**config.mk**
```make
export PLATFORM = sky130hd
export DESIGN_NAME = mmt_mac
export DESIGN_NICKNAME = d
export VERILOG_FILES = /design/src/rtl/mmt_pkg.sv /design/src/rtl/mmt_mac.sv
export SDC_FILE = /design/constraint.sdc
export NUM_CORES = 1
export LEC_CHECK = 0
export ABC_AREA = 1
export BUFFER_PORTS_ARGS = -buffer_cell sky130_fd_sc_hd__buf_4
export CORE_MARGIN = 1
export CORE_UTILIZATION = 25
export CTS_BUF_LIST = sky130_fd_sc_hd__clkbuf_4
export DETAILED_ROUTE_END_ITERATION = 8
export GPL_ROUTABILITY_DRIVEN = 1
export HOLD_SLACK_MARGIN = 0.06
export PLACE_DENSITY = 0.44
export SLEW_MARGIN = 15
export SYNTH_ARGS = -nofsm -noshare
export SYNTH_HDL_FRONTEND = slang
export SYNTH_SLANG_ARGS = --single-unit
```
**constraint.sdc**
```tcl
create_clock -name clk -period 17.7 [get_ports clk]
set_input_delay 1.77 -clock clk [delete_from_list [all_inputs] [get_ports clk]]
set_output_delay 1.77 -clock clk [all_outputs]
set_load 0.05 [all_outputs]
```
**src/rtl/mmt_pkg.sv**
```systemverilog
// Shared constants and types for the transposed matrix multiply block.
package mmt_pkg;

  localparam int DIM    = 16;
  localparam int DATA_W = 32;
  localparam int IDX_W  = $clog2(DIM);
  localparam int CNT_W  = $clog2(DIM + 1);
  localparam int ADDR_W = 2 * IDX_W;
  localparam int RC_W   = 5;

  localparam logic CMD_LOAD    = 1'b0;
  localparam logic CMD_COMPUTE = 1'b1;

  // one term of a dot product, travelling with its operands
  typedef struct packed {
    logic             valid;
    logic             first;
    logic             last_term;
    logic             last_res;
    logic [IDX_W-1:0] col;
  } term_t;

  // one finished dot product
  typedef struct packed {
    logic              valid;
    logic              last;
    logic [IDX_W-1:0]  col;
    logic [DATA_W-1:0] sum;
  } res_t;

endpackage

```
**src/rtl/mmt_mac.sv**
```systemverilog
// Shared multiply-accumulate unit: product register, accumulator, result register.
module mmt_mac (
  input  logic                      clk,
  input  logic                      rst_n,
  input  mmt_pkg::term_t            term,
  input  logic [mmt_pkg::DATA_W-1:0] a_data,
  input  logic [mmt_pkg::DATA_W-1:0] b_data,
  output mmt_pkg::res_t             res
);

  logic [mmt_pkg::DATA_W-1:0] prod_r;
  mmt_pkg::term_t             term_r;
  logic [mmt_pkg::DATA_W-1:0] acc_r;
  logic [mmt_pkg::DATA_W-1:0] acc_nxt;
  mmt_pkg::res_t              res_r;
  logic [mmt_pkg::DATA_W-1:0] full_prod;

  // only the low word of each product is kept
  assign full_prod = a_data * b_data;
  assign acc_nxt   = term_r.first ? prod_r : acc_r + prod_r;
  assign res       = res_r;

  always_ff @(posedge clk) begin
    if (!rst_n) begin
      term_r.valid <= 1'b0;
      res_r.valid  <= 1'b0;
    end else begin
      term_r.valid <= term.valid;
      res_r.valid  <= term_r.valid && term_r.last_term;
    end
    term_r.first     <= term.first;
    term_r.last_term <= term.last_term;
    term_r.last_res  <= term.last_res;
    term_r.col       <= term.col;
    prod_r           <= full_prod;
    if (term_r.valid) begin
      acc_r <= acc_nxt;
    end
    res_r.sum  <= acc_nxt;
    res_r.col  <= term_r.col;
    res_r.last <= term_r.last_res;
  end

endmodule

```
==> results.ini, run 1 <==
[timing]
finClkSkew_ps=34.8
slew_headroom=0.657
drv_slew=0
finalSetupTns_ps=0
finalSetupViolCount=0
post-route-period-util=0.434
tightest_slew_ps=513
timing_hold_violations_final=0
period_needed_ps=7680
max_freq_ghz=0.130
rsz0062_at_grt=no

[job]
cap_violations=0

[clock_tree]
root_buffer=clkbuf_4
clock-sinks=110
clk_pin_slew_worst_paths_ps=180
clk_latency_ps=550
hold_buffers=0
cts_buffer_depth=2
cts_buffers=9
post_cts_buffers=0
cts_tree=yes
ctsResizeCount=0
cts.htree.levels=3

[cells_and_area]
nFillCells=9442
synthToLayoutAreaGrowth_pct=9.27
final_layout_size_suffix_gt1_frac=0.0629
final_nets=3430
stdcell_count=3943
finish.utilization=0.275

[setup_path]
crit_path_max_fanout=27
crit_required_ps=18170
critPathKind=in -> reg
cp-end-kind=register
arrival_ps=8150
worst_path_largest_cell_delay_ps=580
path_delay_family=adder cells
cp_cell_sequence=buf_4 > nand2_1 > fa_1 > inv_1 > fa_1 > inv_1 > fa_1 > fa_1 > inv_1 > fa_1 > inv_1 > fa_1 > fa_1 > fa_1 > inv_1 > ha_1 > inv_1 > nor3_1 > nand2_1 > nor4_1 > nand2_1 > nand2_1 > xor2_1
path_buf_inv=7
crit_top_cell=fa_1
critPathSlowestCell=fa_1
cp-start-kind=input pin

[die]
die_y_um=295
die_x_um=295
core_area_um2=85100
start_util=0.252
ioPinCount=112
dieArea_um2=87000
row_count=107

[drt]
vias=16230
drtAntennaViolNets=0
drt-total-wl_um=61100
firstDrtPassIters=4
drt-vias-per-instance=4.12
wl_per_cell_um=15.5
drt_iter0_drc=727
drcViolationCount=0

[place]
port_buffers=111
hpwl_um=50200
gp_congestion=0.844
dp.cells=3926

[synthesis]
synth-seq-cells=110
ys_seq_area_frac=0.118
synth_edf_count=32
yosys-top-cells-area=fa_1 38%, nand2_1 14%, inv_1 14%
yosysTopAreaCell=fa_1
ys_types=47
netlist.area_leader.share=0.381
async_flop_share=0
synth_area_um2=21500
yosys_warnings=0
avgSynthCellArea_um2=7.73
synthFlopType=dfxtp_1
synth_nets=3414
synthCells=2777

[min_path]
hold_class=reg -> reg

[outcome]
status=complete, no violations

[global_route]
grt_pass1_wl_um=98600
grt_pass1_vias=17316
antenna_found_initial=1
grt_usage=0.146
overflow=0
grt_max_degree=40

## final cells by class
cell class,count,area (um^2),area share
well taps,1144,1430,0.0610
inverters,776,2910,0.124
multi-input cells,1782,15600,0.664
clock buffers,9,67.6,0.00288
flip-flops and latches,110,2520,0.108
clock inverters,7,95.1,0.00405
repair buffers,114,856,0.0365
diodes,1,2.50,0.000107
## worst reg2reg max path, cell delays in order (launching register included)
cell,delay [ps]
dfxtp_1,390
ha_1,170
inv_1,50
fa_1,350
inv_1,90
nand3_1,70
nand2_1,150
a21boi_1,110
o21ai_2,250
inv_1,70
o21bai_1,290
nand2_1,160
nand3_1,110
nand2_1,50
nand3_1,70
nand2_1,90
## synthesized netlist by cell type (all sizes together), types with 9 or more instances
master / n
nand2: 824
nor3: 12
nand4: 16
xnor2: 16
a21o: 10
ha: 154
a21oi: 68
nand3: 82
xor2: 27
nor2: 56
fa: 409
dfxtp: 78
or2: 13
o21ai: 49
nand3b: 9
buf: 33
clkbuf: 76
inv: 776
edfxtp: 32
## registers in the layout (all words and copies together), names as in the netlist
| signal | cells |
|---|---|
| prod_r | 32 |
| term_r | 8 |
| res | 38 |
| acc_r | 32 |
## worst paths after layout
| path | from | to | slack [ps] | cells after the start |
|---|---|---|---|---|
| worst max register to register | prod_r[0] | acc_r[26] | 14970 | 15 |
| worst max-delay path | b_data[5] | prod_r[30] | 10020 | 23 |
| worst min register to register | term_r[3] | res[35] | 350 | 0 |
| worst min-delay path | term_r[3] | res[35] | 350 | 0 |
## per-layer routing
metal	vias up	share of wire	GRT usage	wire, um
met5	-	0	0	0
li1	8024	-	-	-
met2	227	0.46	0.247	28400
met4	0	0.0070	0.0206	425
met1	7958	0.50	0.208	30700
met3	21	0.026	0.00970	1610
## stage by stage
stage / hold WS, ps / setup slack, ps / area [um^2]
floorplan: 310 / 9880 / 21500
global placement: 310 / 9460 / 23300
detailed placement: 312 / 9470 / 23300
CTS: 347 / 10080 / 23500
global route: 351 / 9740 / 23500
finish: 346 / 10020 / 23500
## cell families (layout without fill, tap and decap cells)
| group | after synthesis | count (layout) | synth area share |
|---|---|---|---|
| AO/OA/AOI/OAI | 160 | 160 | 0.0452 |
| XOR/XNOR | 43 | 43 | 0.0175 |
| adder cells (fa/ha/maj) | 563 | 563 | 0.471 |
| buffers and inverters | 885 | 906 | 0.157 |
| flip-flops | 110 | 110 | 0.118 |
| other | 0 | 1 | 0 |
| AND/OR/NAND/NOR | 1016 | 1016 | 0.191 |
## cells in the final DEF, fill, tap and decap left out, types with 9 or more instances in the layout
cell,instances
nand2_2,13
fa_1,409
clkbuf_4,9
dfxtp_1,78
xnor2_1,16
xor2_1,27
buf_4,114
ha_1,154
nor3_1,11
edfxtp_1,32
nand4_1,16
nand3_1,79
inv_1,774
nand2_1,811
nor2_1,54
a21oi_1,63
a21o_1,9
nand3b_1,9
or2_2,10
o21ai_0,44
Power of run 1 is not shown: default switching activity piles up to over one toggle a cycle in this logic, so the estimate is an artifact.
==> inputs of run 2 (changes only) <==
--- a/config.mk
+++ b/config.mk
@@ -5,7 +5,7 @@
 export SDC_FILE = /design/constraint.sdc
 export NUM_CORES = 1
 export LEC_CHECK = 0
-export ABC_AREA = 1
+export ABC_AREA = 0
 export BUFFER_PORTS_ARGS = -buffer_cell sky130_fd_sc_hd__buf_4
 export CORE_MARGIN = 1
 export CORE_UTILIZATION = 25
==> constraint.sdc (replaced) <==
create_clock -name clk -period 7.8 [get_ports clk]
set_input_delay 0.78 -clock clk [delete_from_list [all_inputs] [get_ports clk]]
set_output_delay 0.78 -clock clk [all_outputs]
set_load 0.05 [all_outputs]
==> results.ini, run 2 <==
[outcome]
status=complete, no violations  ; unchanged

[clock_tree]
cts_buffers=9  ; unchanged
clk_latency_ps=540  ; was 550 ps
cts.htree.levels=3  ; unchanged
ctsResizeCount=0  ; unchanged
hold_buffers=0  ; unchanged
cts_tree=yes  ; unchanged
cts_buffer_depth=2  ; unchanged
clock-sinks=110  ; unchanged
post_cts_buffers=0  ; unchanged
root_buffer=clkbuf_4  ; unchanged
clk_pin_slew_worst_paths_ps=180  ; about the same

[setup_path]
critPathKind=in -> reg  ; unchanged
crit_path_start=b_data[2]  ; was b_data[5]
cp-end-kind=register  ; unchanged
arrival_ps=7180  ; was 8150 ps
crit_required_ps=8270  ; was 18170 ps
cp-start-kind=input pin  ; unchanged
r2r-start=acc_r[0]  ; was prod_r[0]
crit_path_max_fanout=30  ; was 27

[synthesis]
synth-seq-cells=110  ; unchanged
synthFlopType=dfxtp_1  ; unchanged
yosys-top-cells-area=fa_1 41%, ha_1 9.6%, and2_1 8.5%  ; was fa_1 38%, nand2_1 14%, inv_1 14%
synth_edf_count=32  ; unchanged
yosys_warnings=0  ; unchanged
synthCells=2154  ; was 2777
async_flop_share=0  ; unchanged
yosysMostFrequentCell=inv_1  ; was nand2_1
synth_nets=2791  ; was 3414
synth_common_cells=413 x inv_1, 409 x fa_1, 308 x nand2_1, 274 x and2_1, 154 x ha_1  ; was 811 x nand2_1, 774 x inv_1, 409 x fa_1, 154 x ha_1, 79 x nand3_1
ys_seq_area_frac=0.125  ; was 0.118
avgSynthCellArea_um2=9.35  ; was 7.73 um^2
netlist.area_leader.share=0.407  ; was 0.381
synth_area_um2=20100  ; was 21500 um^2
yosysTopAreaCell=fa_1  ; unchanged
ys_types=62  ; was 47

[timing]
drv_slew=0  ; unchanged
period_needed_ps=6720
slew_headroom=0.565  ; was 0.657
rsz0062_at_grt=no  ; unchanged
max_freq_ghz=0.149
finClkSkew_ps=24.4  ; was 34.8 ps
tightest_slew_ps=653  ; was 513 ps
finalSetupTns_ps=0  ; unchanged
finalSetupViolCount=0  ; unchanged
timing_hold_violations_final=0  ; unchanged
post-route-period-util=0.861

[drt]
drt-total-wl_um=55800  ; was 61100 um
drt-vias-per-instance=4.33  ; was 4.12
drt_iter0_drc=501  ; was 727
drtAntennaViolNets=0  ; unchanged
vias=14065  ; was 16230
firstDrtPassIters=5  ; was 4
wl_per_cell_um=17.2  ; was 15.5 um
drcViolationCount=0  ; unchanged

[cells_and_area]
synthToLayoutAreaGrowth_pct=9.93  ; was 9.27%
final_layout_size_suffix_gt1_frac=0.0742  ; was 0.0629
final_nets=2828  ; was 3430
largest_register_ffs=38  ; unchanged
nFillCells=8561  ; was 9442
final_common_cell=inv_1  ; was nand2_1
mostFrequentLayoutCells=413 x inv_1, 409 x fa_1, 308 x nand2_1  ; was 811 x nand2_1, 774 x inv_1, 409 x fa_1

[place]
port_buffers=111  ; unchanged
gp_congestion=0.848  ; was 0.844
hpwl_um=46300  ; was 50200 um

[die]
die_y_um=286  ; was 295 um
row_count=103  ; was 107
core_area_um2=79400  ; was 85100 um^2
dieArea_um2=81700  ; was 87000 um^2
die_x_um=286  ; was 295 um
start_util=0.254  ; was 0.252
ioPinCount=112  ; unchanged

[global_route]
grt_usage=0.142  ; was 0.146
grt_max_degree=67  ; was 40
overflow=0  ; unchanged
antenna_found_initial=2  ; was 1
grt_pass1_wl_um=90300  ; was 98600 um
grt_pass1_vias=15816  ; was 17316

[job]
cap_violations=0  ; unchanged

[min_path]
hp-start=term[3]  ; was term_r[3]
hold_class=in -> reg  ; was reg -> reg

==> run 2: cell count changes after synthesis, sizes merged, moves of 9 or more <==
cell / before / now
o31ai: 0 / 14
a21oi: 68 / 48
a211oi: 0 / 9
or2: 13 / 4
nand4: 16 / 4
inv: 776 / 413
buf: 33 / 1
nand3: 82 / 14
clkbuf: 76 / 94
nand3b: 9 / 0
xnor2: 16 / 79
and2: 0 / 274
nor2: 56 / 33
nand2: 824 / 308
==> run 2: stage by stage <==
| stage | setup WS [ps] | cell area, um^2 | utilization | cells | hold slack, ps |
|---|---|---|---|---|---|
| 4_1_cts | 1140 | 22100 | 0.279 | 3246 | 258 |
| 3_3_place_gp | 532 | 22000 | 0.277 | 3230 | 315 |
| 6_report | 1080 | 22100 | 0.279 | 3248 | 344 |
| 3_5_place_dp | 481 | 22000 | 0.277 | 3230 | 315 |
| 5_1_grt | 839 | 22100 | 0.279 | 3248 | 263 |
| 2_1_floorplan | 718 | 20100 | - | 2154 | 310 |
==> run 2: metal layers <==
layer,global-route usage,part of all wire
met5,0,0
met2,0.237,0.46
met4,0.0402,0.026
met1,0.197,0.49
met3,0.0115,0.022
==> run 2: layout make-up <==
type / count / area (um^2) / area share
timing repair buffer: 121 / 908 / 0.0410
multi-input combinational: 1536 / 15700 / 0.710
sequential: 110 / 2520 / 0.114
inverter: 413 / 1550 / 0.0700
antenna: 2 / 5.00 / 0.000226
clock inverter: 6 / 52.6 / 0.00237
clock buffer: 10 / 75.1 / 0.00339
tap: 1050 / 1310 / 0.0594
==> run 2: cell families after synthesis <==
kind of cell | after synthesis | share of synthesized area
adders and majority gates | 563 | 0.502
muxes | 4 | 0.00211
buffers and inverters | 508 | 0.0947
xor gates and xnor gates | 102 | 0.0444
and+or+nand+nor | 679 | 0.168
AOI/OAI and AO/OA | 188 | 0.0634
DFF | 110 | 0.125
==> run 2: path summary, 6_finish.rpt <==
check,endpoint,slack [ps],cells after the start
worst max-delay path,prod_r[30],1080,22
worst min-delay path,term_r[3],340,1
worst max register to register,acc_r[30],4560,12
worst min register to register,res[35],350,0
==> run 2: critical path, stage by stage <==
cell	delay, ps
buf_4	210
and2_1	200
fa_1	530
inv_1	50
fa_1	400
fa_1	500
fa_1	590
inv_1	80
fa_1	510
inv_1	50
fa_1	540
fa_1	420
fa_1	490
inv_1	40
ha_1	350
a21o_1	200
a21o_1	180
a21oi_1	160
a21boi_0	330
a21o_1	220
nand2_1	80
a311oi_1	260
Power of run 2 is left out for the same reason.
==> inputs of run 3 (changes only) <==
--- a/config.mk
+++ b/config.mk
@@ -5,7 +5,7 @@
 export SDC_FILE = /design/constraint.sdc
 export NUM_CORES = 1
 export LEC_CHECK = 0
-export ABC_AREA = 0
+export ABC_AREA = 1
 export BUFFER_PORTS_ARGS = -buffer_cell sky130_fd_sc_hd__buf_4
 export CORE_MARGIN = 1
 export CORE_UTILIZATION = 25
@@ -14,7 +14,6 @@
 export GPL_ROUTABILITY_DRIVEN = 1
 export HOLD_SLACK_MARGIN = 0.06
 export PLACE_DENSITY = 0.44
-export SLEW_MARGIN = 15
 export SYNTH_ARGS = -nofsm -noshare
 export SYNTH_HDL_FRONTEND = slang
 export SYNTH_SLANG_ARGS = --single-unit
==> results.ini, run 3 (synthesized netlist as in run 1, its figures left out) <==
[clock_tree]
cts_tree=yes  ; unchanged
cts_buffer_depth=2  ; unchanged
clock-sinks=110  ; unchanged
ctsResizeCount=0  ; unchanged
cts_buffers=9  ; unchanged
clk_pin_slew_worst_paths_ps=180  ; about the same
cts.htree.levels=3  ; unchanged
root_buffer=clkbuf_4  ; unchanged
clk_latency_ps=530  ; was 540 ps
hold_buffers=0  ; unchanged
post_cts_buffers=0  ; unchanged

[timing]
finalSetupViolCount=0  ; unchanged
period_needed_ps=6680  ; was 6720 ps
drv_slew=0  ; unchanged
rsz0062_at_grt=no  ; unchanged
tightest_slew_ps=484  ; was 653 ps
finalSetupTns_ps=0  ; unchanged
slew_headroom=0.674  ; was 0.565
max_freq_ghz=0.150  ; was 0.149 GHz
finClkSkew_ps=22.1  ; was 24.4 ps
timing_hold_violations_final=0  ; unchanged
hold_ws_ps=336  ; was 344 ps
post-route-period-util=0.856  ; was 0.861

[min_path]
min_path_cells=1  ; unchanged
hold_class=in -> reg  ; unchanged

[drt]
vias=16371  ; was 14065
drt_iter0_drc=849  ; was 501
drt-total-wl_um=62000  ; was 55800 um
drt-vias-per-instance=4.14  ; was 4.33
drtAntennaViolNets=0  ; unchanged
firstDrtPassIters=7  ; was 5
drcViolationCount=0  ; unchanged
wl_per_cell_um=15.7  ; was 17.2 um

[setup_path]
worst_path_largest_cell_delay_ps=570  ; was 590 ps
crit_top_cell=fa_1  ; unchanged
crit_path_max_fanout=30  ; unchanged
cp_cell_sequence=buf_4 > nand2_1 > fa_1 > fa_1 > fa_1 > fa_1 > inv_1 > fa_1 > inv_1 > fa_1 > fa_1 > fa_1 > inv_1 > ha_1 > nand2_1 > nor2_1 > inv_1 > nor2_1 > nand4_1 > nand3_1 > nand3_1 > nand2_1 > a21oi_1 > xor2_1  ; was buf_4 > and2_1 > fa_1 > inv_1 > fa_1 > fa_1 > fa_1 > inv_1 > fa_1 > inv_1 > fa_1 > fa_1 > fa_1 > inv_1 > ha_1 > a21o_1 > a21o_1 > a21oi_1 > a21boi_0 > a21o_1 > nand2_1 > a311oi_1
critPathSlowestCell=fa_1  ; unchanged
cp-start-kind=input pin  ; unchanged
cp-end-kind=register  ; unchanged
critPathKind=in -> reg  ; unchanged
cp.depth=24  ; was 22
arrival_ps=7120  ; was 7180 ps
crit_required_ps=8250  ; was 8270 ps
reg2reg_depth=15  ; was 12
path_delay_family=adder cells  ; unchanged
path_buf_inv=5  ; unchanged

[job]
cap_violations=0  ; unchanged

[global_route]
grt_pass1_wl_um=98200  ; was 90300 um
grt_usage=0.147  ; was 0.142
grt_pass1_vias=17101  ; was 15816
overflow=0  ; unchanged
antenna_found_initial=1  ; was 2
grt_max_degree=40  ; was 67

[die]
start_util=0.252  ; was 0.254
row_count=107  ; was 103
die_x_um=295  ; was 286 um
dieArea_um2=87000  ; was 81700 um^2
ioPinCount=112  ; unchanged
core_area_um2=85100  ; was 79400 um^2
die_y_um=295  ; was 286 um

[place]
dp.cells=3935  ; was 3230
hpwl_um=51200  ; was 46300 um
port_buffers=111  ; unchanged
gp_congestion=0.839  ; was 0.848

[cells_and_area]
stdcell_count=3952  ; was 3248
mostFrequentLayoutCells=811 x nand2_1, 774 x inv_1, 409 x fa_1  ; was 413 x inv_1, 409 x fa_1, 308 x nand2_1
largest_register_ffs=38  ; unchanged
final_nets=3439  ; was 2828
final_common_cell=nand2_1  ; was inv_1
final_layout_size_suffix_gt1_frac=0.0659  ; was 0.0742
synthToLayoutAreaGrowth_pct=9.54  ; was 9.93%

[outcome]
status=complete, no violations  ; unchanged

==> run 3: layer usage <==
layer  part of all wire  wire length [um]  vias to the layer above  global-route usage
li1                   -                 -                     8045                   -
met1               0.49             30600                     7993               0.210
met2               0.46             28300                      297               0.245
met3              0.037              2280                       36              0.0118
met4              0.012               713                        0              0.0240
met5                  0                 0                        -                   0
==> run 3: layout make-up <==
cell class | count | area, um^2
clock buffers | 9 | 67.6
flip-flops and latches | 110 | 2520
well taps | 1144 | 1430
clock inverters | 7 | 72.6
diodes | 1 | 2.50
fillers | 9438 | 61600
repair buffers | 123 | 936
multi-input cells | 1782 | 15600
inverters | 776 | 2910
==> run 3: worst paths after layout <==
path	start	to	slack (ps)
worst max register to register	prod_r[0]	acc_r[26]	5080
worst min-delay path	term[2]	term_r[2]	340
worst min register to register	term_r[3]	res[35]	350
worst max-delay path	b_data[2]	prod_r[29]	1120
==> run 3: through the flow <==
stage | worst slack [ps] | utilization | instance area [um^2]
2_1_floorplan | 975 | - | 21500
3_3_place_gp | 552 | 0.274 | 23400
3_5_place_dp | 579 | 0.274 | 23400
4_1_cts | 1210 | 0.276 | 23500
5_1_grt | 818 | 0.276 | 23500
6_report | 1120 | 0.276 | 23500
==> run 3: worst reg2reg max path: stages, from the launching register on <==
cell      delay (ps)
dfxtp_1          380
ha_1             160
inv_1             60
fa_1             360
inv_1             90
nand3_1           70
nand2_1          150
a21boi_1         110
o21ai_2          260
inv_1             70
o21bai_1         290
nand2_1          160
nand3_1          100
nand2_1           50
nand3_1           70
nand2_1          100
Power of run 3 is left out for the same reason.
